**src/design/rolling_zscore_normalizer_macros.svh**
```systemverilog
// assertion macros for the rolling z-score normalizer
`ifndef ROLLING_ZSCORE_NORMALIZER_MACROS_SVH
`define ROLLING_ZSCORE_NORMALIZER_MACROS_SVH

`ifndef SYNTHESIS
`define RZN_ASSERT_NOW(lbl, clk, rst_n, ante, cons) \
    lbl: assert property (@(posedge clk) disable iff (!rst_n) (ante) |-> (cons)) \
        else $error("rzn assertion failed");
`define RZN_ASSERT_NEXT(lbl, clk, rst_n, ante, cons) \
    lbl: assert property (@(posedge clk) disable iff (!rst_n) (ante) |=> (cons)) \
        else $error("rzn assertion failed");
`else
`define RZN_ASSERT_NOW(lbl, clk, rst_n, ante, cons)
`define RZN_ASSERT_NEXT(lbl, clk, rst_n, ante, cons)
`endif

`endif

```
**src/design/rzn_pkg.sv**
```systemverilog
// shared types and constants of the rolling z-score normalizer
package rzn_pkg;

    localparam int SAMPLE_W   = 24;
    localparam int TAG_W      = 32;
    localparam int SCORE_W    = 24;
    localparam int HELD_W     = 9;
    localparam int WLEN_W     = 9;
    localparam int THR_W      = 23;
    localparam int CFG_IDX_W  = 4;
    localparam int CFG_DATA_W = 23;
    localparam int FRAC_SHIFT = 16;

    localparam logic [CFG_IDX_W-1:0] CFG_WINDOW_LEN     = 4'd0;
    localparam logic [CFG_IDX_W-1:0] CFG_FLAT_THRESHOLD = 4'd1;

    localparam logic [WLEN_W-1:0]  WLEN_RESET    = 9'd256;
    localparam logic [THR_W-1:0]   THR_RESET     = 23'd1;
    localparam logic [SCORE_W-1:0] SCORE_MAX     = 24'h7FFFFF;
    localparam logic [SCORE_W-1:0] SCORE_MIN_MAG = 24'h800000;

    typedef enum logic {OP_PUSH, OP_CLEAR} op_t;

    typedef struct packed {
        logic                       cmd;
        logic [TAG_W-1:0]           time_tag;
        logic signed [SAMPLE_W-1:0] price_sample;
        logic signed [SAMPLE_W-1:0] volume_sample;
        logic signed [SAMPLE_W-1:0] momentum_sample;
    } sample_t;

    typedef struct packed {
        logic [TAG_W-1:0]          time_out;
        logic signed [SCORE_W-1:0] price_score;
        logic signed [SCORE_W-1:0] volume_score;
        logic signed [SCORE_W-1:0] momentum_score;
        logic [HELD_W-1:0]         held_count;
    } result_t;

    typedef struct packed {
        op_t                        op;
        logic [TAG_W-1:0]           time_tag;
        logic signed [SAMPLE_W-1:0] price;
        logic signed [SAMPLE_W-1:0] volume;
        logic signed [SAMPLE_W-1:0] momentum;
    } entry_t;

    typedef struct packed {
        logic [WLEN_W-1:0] window_len;
        logic [THR_W-1:0]  flat_threshold;
        logic              clear;
    } cfg_t;

endpackage

```
**src/design/rzn_front.sv**
```systemverilog
// front end: configuration registers, item classification and a two-entry queue
module rzn_front
    import rzn_pkg::*;
(
    input  logic                  clk,
    input  logic                  rst_n,
    input  logic                  cfg_valid,
    output logic                  cfg_ready,
    input  logic [CFG_IDX_W-1:0]  cfg_index,
    input  logic [CFG_DATA_W-1:0] cfg_data,
    input  logic                  push,
    output logic                  full,
    input  sample_t               sample,
    input  logic                  take,
    output logic                  avail,
    output entry_t                entry,
    output cfg_t                  cfg
);

    logic [WLEN_W-1:0] window_len_reg;
    logic [THR_W-1:0]  threshold_reg;
    logic              clear_reg;
    entry_t            q_mem [2];
    logic              wr_ptr_reg;
    logic              rd_ptr_reg;
    logic [1:0]        count_reg;
    logic              accept;
    entry_t            classified;

    assign cfg_ready = 1'b1;
    assign full      = (count_reg == 2'd2);
    assign avail     = (count_reg != 2'd0);
    assign entry     = q_mem[rd_ptr_reg];
    assign accept    = push && !full;
    assign cfg       = '{window_len: window_len_reg, flat_threshold: threshold_reg,
                         clear: clear_reg};

    always_comb
    begin
        classified.time_tag = sample.time_tag;
        classified.price    = sample.price_sample;
        classified.volume   = sample.volume_sample;
        classified.momentum = sample.momentum_sample;
        unique case (sample.cmd)
            1'b1:    classified.op = OP_CLEAR;
            default: classified.op = OP_PUSH;
        endcase
    end

    always_ff @(posedge clk or negedge rst_n)
    begin
        if (!rst_n)
        begin
            window_len_reg <= WLEN_RESET;
            threshold_reg  <= THR_RESET;
            clear_reg      <= 1'b0;
        end
        else
        begin
            clear_reg <= cfg_valid && cfg_ready && (cfg_index == CFG_WINDOW_LEN);
            if (cfg_valid && cfg_ready)
            begin
                unique case (cfg_index)
                    CFG_WINDOW_LEN:     window_len_reg <= cfg_data[WLEN_W-1:0];
                    CFG_FLAT_THRESHOLD: threshold_reg  <= cfg_data[THR_W-1:0];
                    default: ;
                endcase
            end
        end
    end

    always_ff @(posedge clk or negedge rst_n)
    begin
        if (!rst_n)
        begin
            wr_ptr_reg <= 1'b0;
            rd_ptr_reg <= 1'b0;
            count_reg  <= 2'd0;
        end
        else
        begin
            if (accept)
            begin
                q_mem[wr_ptr_reg] <= classified;
                wr_ptr_reg        <= !wr_ptr_reg;
            end
            if (take)
            begin
                rd_ptr_reg <= !rd_ptr_reg;
            end
            if (accept && !take)
            begin
                count_reg <= count_reg + 2'd1;
            end
            else if (take && !accept)
            begin
                count_reg <= count_reg - 2'd1;
            end
        end
    end

endmodule

```
**config.mk**
```make
export PLATFORM = sky130hd
export DESIGN_NAME = rzn_front
export DESIGN_NICKNAME = d
export VERILOG_FILES = /design/src/design/rolling_zscore_normalizer_macros.svh /design/src/design/rzn_pkg.sv /design/src/design/rzn_front.sv
export SDC_FILE = /design/constraint.sdc
export NUM_CORES = 1
export LEC_CHECK = 0
export ABC_CLOCK_PERIOD_IN_PS = 5060
export BUFFER_PORTS_ARGS = -buffer_cell sky130_fd_sc_hd__buf_2
export CORE_UTILIZATION = 40
export DETAILED_ROUTE_END_ITERATION = 6
export MAX_ROUTING_LAYER = met4
export PLACE_DENSITY_LB_ADDON = 0.08
export SYNTH_ARGS = -nofsm -noshare
export SYNTH_HDL_FRONTEND = slang
export SYNTH_SLANG_ARGS = --single-unit
export TNS_END_PERCENT = 30
```
**constraint.sdc**
```tcl
create_clock -name clk -period 5.06 [get_ports clk]
set_clock_uncertainty 0.05 [all_clocks]
set_input_delay 1.012 -clock clk [delete_from_list [all_inputs] [get_ports clk]]
set_output_delay 1.012 -clock clk [all_outputs]
set_load 0.05 [all_outputs]
```
# Yosys cells after proc, flatten, opt, wreduce, memory -nomap -nowiden

Memory sizes are Yosys's and may differ from the RTL's.
Cells that the tools add are included.

Register bits: 37
Bits in writable memories: 210
Output and inout port bits: 141
Memories kept: 1

Add/subtract/negate cells: 2
Equality and inequality tests: 2
Mux-type cells: 5
Reductions and logical operators: 15

Memory list:

| memory | words | bits a word | read ports | clocked after Yosys merged registers in | wr ports | RTL line        | source |
|---|---|---|---|---|---|---|---|
| q_mem  | 2     | 105         | 1          | 0                                       | 1        | rzn_front.sv:23 | `entry_t q_mem [2];` |

Operators by type and width:

| cell                  | number |
|---|---|
| $logic_and A1 B1 Y1   | 5 |
| $logic_not A1 Y1      | 5 |
| $eq A4 B1 Y1 const B  | 1 |
| $logic_not A4 Y1      | 1 |
| $mux W2               | 2 |
| $reduce_and A2 Y1     | 2 |
| $reduce_bool A2 Y1    | 2 |
| $mux W1               | 3 |
| $add A2 B1 Y2 const B | 1 |
| $eq A2 B2 Y1 const B  | 1 |
| $sub A2 B1 Y2 const B | 1 |

# Longest topological paths before layout

Gate-level depths: netlist of run 1.

Depth in word-level cells: 7
Gate-level depth with buffers: 6

# Least setup slack after synthesis of run 1

No wires, ideal clock.

Kind: input port to flip-flop
Start point: input port rst_n
End point: memory q_mem[0][0] (netlist bit), enable pin
Library setup time: 0.570 ns
Arrival time: 5.461 ns
Slack: -1.021 ns
Stages on the path: 2
Cells stage by stage: nand3_1 -> nor2_1

Word-level cells in the longest chain between the ends: 2

RTL lines:

| what                                      | RTL line        | source |
|---|---|---|
| from (decl)                               | rzn_front.sv:6  | `input logic rst_n,` |
| $logic_and A1 B1 Y1 (implied by the code) | rzn_front.sv:84 | `q_mem[wr_ptr_reg] <= classified;` |
| $mux W1 (implied by the code)             | rzn_front.sv:84 |  |
| to (decl)                                 | rzn_front.sv:23 |  |

Every way passes these cells.

==> impl_results.md, run 1 <==
* Status: complete, no violations
* Via count at around 4800
* Cell variety after synth at 24
* Seq cells post-synth at about 250
* Gr usage total at 15.8%
* Placer congestion estimate at around 0.74
* Fmax at roughly 270 MHz
* Metal-1 WL at between 7000 and 8000 µm
* Core Area at 0.0221 mm²
* Drt pass-1 iters at 4
* Worst setup EP type: primary output
* Crit-path max FO at 71
* Die height at 153 µm
* Max_cap viols at 0
* Hold Crit Class: in2async
* Setup slack, reg-to-reg at roughly 2.8 ns
* Seq/Total Area, Yosys at 79.3%
* FF-to-FF path depth at 4
* Initial antenna violation count at 4
* WHS at 0.270 ns
* R2R Path End: q_mem[1][79]
* Core Util, Final at a little over half
* Unrepaired setup endpoints after global routing: no
* Startpoint Class: flop
* Number of synthesized flops with an enable pin at 210
* H-tree Lvls at 1
* Setup crit end: entry[88]
* CP Class: reg2out
* CP startpoint: rd_ptr_reg
* Top Metal Used: met4
* Post-Route WL at roughly 18000 µm
* PD cells at a little over 600 mW/mm²
* CP cell instances: buf_4 > mux2_2 > buf_2
* Die area at approximately 0.023 mm²
* DP Wirelength at about 12000 µm
* Cell family with most CP delay: flip-flops
* First-pass GRT wire length at approximately 28000 µm
* Setup TNS Final at 0 ns
* Syn Nets at between 500 and 600
* TritonCTS clock tree: yes
* Clk_lat worst skew at ~0.52 ns
* I/O pins at about 280
* Worst r2r src: count_reg[0]
* Synthesized area at approximately 0.009 mm²
* Cts hold-fix bufs at 0
* Final nets at ~850
* Die W at ~150 µm
* Fill count at about 1800
* Drt first-iter violations at approximately 180
* CP Depth at 3
* Final ANT Viol Nets at 0
* Largest net degree at the start of global routing at 72
* Post-synth ARST share at 15.0%
* Slew HR at a little over a third
* Area Overhead vs Synth at 27.2%
* Prevailing post-synth register cell: edfxtp_1
* CTS clk-pin slew, worst paths at 0.06 ns
* CP required at 4.00 ns
* Metal3 WL at between 1500 and 2000 µm
* CP bufs+invs at 2
* Crit path arrival time at about 2.7 ns
* Avg Synthesized Cell Area at 21.7 µm²
* Vias in the first global route at slightly above 5000
* Overflow after GRT at 0
* Final period util at 73.5%
* Num CTS Buffers at 26
* Post-route insts no fill at about 1000
* Setup Fix Bufs, Post-CTS at 0
* Post-CTS sizing at 0
* Final Max Tran Viols at 0
* Root Driver: clkbuf_16
* Yosys warns at 0
* Met2 wire length at 8400 µm
* Cell count after synthesis at 420
* Min cycle time layout at roughly 3.7 ns
* Crit-path max cell delay at roughly 1.1 ns
* Static Leak at approximately 0.0046 µW
* DR vias/cell at 4.68
* Clock Tree Buf Depth at 3
* Share of cells above drive strength 1 at a little over three fifths
* Maximum vdd drop at roughly 0.00039 V
* Clock sinks at 247
* Starting density of the core at between 40% and 50%
* Number of rows in the core area at 54
* Most common cell after layout, fill and taps aside: buf_2
* Slew @ Worst Pin at between 0.9 and 1 ns
* Routed len/inst at 17.7 µm
* Max reg flops at between 200 and 250
* Slowest CP cell: dfrtp_4
* # setup viols final at 0
* DRC Markers at 0
* PortBufs at 276
* Post-Place Cells at 965
* Fin. Hold Viols at 0
* Most frequent cells in the layout: buf_2 (276), edfxtp_1 (210), mux2_2 (117)
==> how the worst min path moves through the flow <==
stage	slack, ns	to	cells past startpoint
3_5_place_dp	0.44	threshold_reg[19]	1
6_report	0.27	count_reg[1]	1
5_1_grt	0.27	wr_ptr_reg	1
4_1_cts	0.26	count_reg[1]	1
2_1_floorplan	0.41	count_reg[1]	1
3_3_place_gp	0.43	count_reg[1]	1
==> final cells by class <==
cell class	count	area, µm²	area share [%]
Sequential cell	247	7240	62.4
Multi-Input combinational cell	154	1780	15.3
Timing Repair Buffer	282	1450	12.5
Clock buffer	35	716	6.17
Tap cell	280	350	3.02
Clock inverter	13	57.6	0.496
Antenna cell	4	10.0	0.0862
Inverter	2	7.51	0.0647
==> Yosys cell counts, types with 2 or more instances <==
master / n / area [µm²]
mux2_4: 20 / 300
buf_12: 2 / 40.0
mux2_2: 117 / 1320
dfrtp_1: 35 / 876
xor2_1: 4 / 35.0
buf_2: 4 / 20.0
clkbuf_1: 8 / 30.0
inv_1: 2 / 7.51
nor2_1: 2 / 7.51
buf_4: 2 / 15.0
edfxtp_1: 210 / 6310
dfstp_2: 2 / 52.6
==> where the power goes <==
group	internal [µW]	total [µW]	switching (µW)
logic	740	2550	1810
registers	2530	2730	199
clock network	985	1710	729
total	4260	7000	2740
==> logic make-up (layout without fill, tap and decap cells) <==
group	after synthesis	in the layout	share of synthesized area, %
buffers and inverters	19	332	1.36
multiplexers	137	137	17.7
flip-flops	247	247	79.3
XOR/XNOR	5	5	0.480
adder cells (fa/ha/maj)	1	1	0.137
other	1	5	0.0411
AND/OR/NAND/NOR	10	10	0.946
==> layer usage <==
layer  vias up  GRT usage (%)
met5         -              -
met4         0           4.71
met3        30           5.27
met2       215           24.8
met1      2291           19.3
li1       2228              -
==> per-stage QoR <==
| stage | setup WS, ns | cell area [µm²] | total power (µW) |
|---|---|---|---|
| after floorplan | 0.754 | 9130 | 4760 |
| after global routing | 1.17 | 11600 | 7280 |
| final | 1.34 | 11600 | 7000 |
| after CTS | 1.28 | 11600 | 7090 |
| after detailed placement | 1.84 | 10800 | 5350 |
| after global placement | 1.90 | 10800 | 5330 |
Power figures use the tool's default switching activity.
==> inputs of run 2 (changes only) <==
--- a/config.mk
+++ b/config.mk
@@ -5,7 +5,7 @@
 export SDC_FILE = /design/constraint.sdc
 export NUM_CORES = 1
 export LEC_CHECK = 0
-export ABC_CLOCK_PERIOD_IN_PS = 5060
+export ABC_CLOCK_PERIOD_IN_PS = 3800
 export BUFFER_PORTS_ARGS = -buffer_cell sky130_fd_sc_hd__buf_2
 export CORE_UTILIZATION = 40
 export DETAILED_ROUTE_END_ITERATION = 6
==> constraint.sdc (replaced) <==
create_clock -name clk -period 3.8 [get_ports clk]
set_clock_uncertainty 0.05 [all_clocks]
set_input_delay 0.76 -clock clk [delete_from_list [all_inputs] [get_ports clk]]
set_output_delay 0.76 -clock clk [all_outputs]
set_load 0.05 [all_outputs]
==> impl_results.md, run 2 (synthesis results as in run 1) <==
* Final Max Tran Viols at 0 (unchanged)
* Crit-path max FO at 40 (-44%)
* DP Wirelength at 12700 µm (+5.8%)
* Cts hold-fix bufs at 0 (unchanged)
* Setup slack, reg-to-reg at 1.53 ns (-1.25 ns)
* Power Total at 9380 µW (+34%)
* CP cell instances: buf_12 > mux2_2 > buf_2
* R2R Path End: q_mem[1][76]
* Drt first-iter violations at 286 (+63%)
* TritonCTS clock tree: yes
* Static Leak at 0.00463 µW (+0.50%)
* CP Class: reg2out
* Starting density of the core at 41.3% (unchanged)
* Crit-path max cell delay at 0.79 ns (-0.28 ns)
* DR vias/cell at 4.76 (+1.6%)
* Vias in the first global route at 5248 (+3.1%)
* Maximum vdd drop at 0.000415 V (+5.5%)
* Worst slack, placed at 1.22 ns (-0.621 ns)
* Min cycle time layout at just over 3 ns
* Final instance area at 0.0116 mm² (+0.16%)
* Setup TNS Final at 0 ns (unchanged)
* Final worst setup slack at 0.719 ns (-0.624 ns)
* Clock Tree Buf Depth at 3 (unchanged)
* Hold Crit Class: in2async
* Setup crit end: entry[34]
* Fmax at 325 MHz
* Post-CTS sizing at 0 (unchanged)
* Die area at 0.0234 mm² (unchanged)
* CP startpoint: rd_ptr_reg
* Setup Fix Bufs, Post-CTS at 0 (unchanged)
* Worst setup EP type: primary output
* Clk_lat worst skew at 0.51 ns (about the same)
* Unrepaired setup endpoints after global routing: no
* I/O pins at 278 (unchanged)
* Fill count at 1839 (+3.2%)
* Fin. Hold Viols at 0 (unchanged)
* Most common cell after layout, fill and taps aside: buf_2
* Max_cap viols at 0 (unchanged)
* # setup viols final at 0 (unchanged)
* Share of cells above drive strength 1 at 63.6% (+0.82 points)
* Largest net degree at the start of global routing at 69 (-4.2%)
* Startpoint Class: flop
* CP Depth at 3 (unchanged)
* Slew HR at 38.0% (+2.9 points)
* Gr usage total at 16.3% (+0.57 points)
* DRC Markers at 0 (unchanged)
* Clock sinks at 247 (unchanged)
* First-pass GRT wire length at 28500 µm (+2.6%)
* Cell family with most CP delay: flip-flops
* Status: complete, no violations
* Routed len/inst at 18.4 µm (+3.7%)
* Overflow after GRT at 0 (unchanged)
* PortBufs at 276 (unchanged)
* Num CTS Buffers at 27 (+3.8%)
* Post-DP Area at 0.0108 mm² (about the same)
* Die W at 153 µm (unchanged)
* Max reg flops at 210 (unchanged)
* FF/Latch Area at 0.00724 mm² (unchanged)
* H-tree Lvls at 1 (unchanged)
* Via count at 4830 (+1.4%)
* Crit path arrival time at 2.27 ns (-0.39 ns)
* Die height at 153 µm (unchanged)
* Core Area at 0.0221 mm² (unchanged)
* Slew @ Worst Pin at 0.930 ns (-0.0438 ns)
* Initial antenna violation count at 2 (-2)
* Final period util at 81.1%
* CTS clk-pin slew, worst paths at 0.06 ns (about the same)
* Final ANT Viol Nets at 0 (unchanged)
* FF-to-FF path depth at 4 (unchanged)
* Final nets at 853 (+0.24%)
* Area occupied by multi-input gates at 0.00178 mm² (unchanged)
* Area Overhead vs Synth at 27.4%
* PD cells at 807 mW/mm² (+34%)
* Worst r2r src: count_reg[0]
* CP bufs+invs at 2 (unchanged)
* Placer congestion estimate at 0.725 (-1.9%)
* Root Driver: clkbuf_16
* CP required at 2.99 ns (-1.01 ns)
* Most frequent cells in the layout: buf_2 (276), edfxtp_1 (210), mux2_2 (117)
* Drt pass-1 iters at 4 (unchanged)
* Slowest CP cell: dfrtp_4
* Post-Route WL at 18600 µm (+3.5%)
* Number of rows in the core area at 54 (unchanged)
==> run 2: cell count changes in the layout (fill, tap and decap cells not counted), sizes merged <==
cell and delta:
clkbuf +1, clkinv -2, buf +1, diode -2
==> run 2: how the worst min path moves through the flow <==
stage	start	end	slack [ns]	cells past startpoint
after detailed placement	threshold_reg[1]	threshold_reg[1]	0.44	1
after CTS	rst_n	wr_ptr_reg	0.02	1
after global placement	count_reg[1]	count_reg[1]	0.43	1
after floorplan	rst_n	clear_reg	0.41	0
final	rst_n	wr_ptr_reg	0.04	1
after global routing	rst_n	wr_ptr_reg	0.02	1
==> run 2: final cells by class <==
type,count,share of cell area [%]
Multi-Input combinational cell,154,15.3
Antenna cell,2,0.0430
Sequential cell,247,62.3
Clock inverter,11,0.430
Tap cell,280,3.01
Inverter,2,0.0646
Clock buffer,36,6.36
Timing Repair Buffer,283,12.5
==> run 2: routing by layer <==
layer | track usage (%) | vias up | part of all wire, %
met5 | - | - | 0
met4 | 5.19 | 0 | 2.6
met3 | 4.71 | 40 | 8.0
met2 | 27.4 | 203 | 49
met1 | 18.9 | 2364 | 40
li1 | - | 2223 | -
==> run 2: power breakdown <==
group,switching (µW),total [µW],internal (µW)
Combinational,2490,3490,995
Clock,958,2310,1350
Sequential,207,3580,3380
Total,3660,9380,5720
==> run 2: stage by stage <==
stage / utilization, % / hold WS, ns / std cells
after floorplan: - / 0.406 / 420
after global placement: 49.0 / 0.428 / 966
after detailed placement: 49.0 / 0.438 / 966
after CTS: 52.6 / 0.0212 / 1013
after global routing: 52.6 / 0.0204 / 1015
final: 52.6 / 0.0424 / 1015
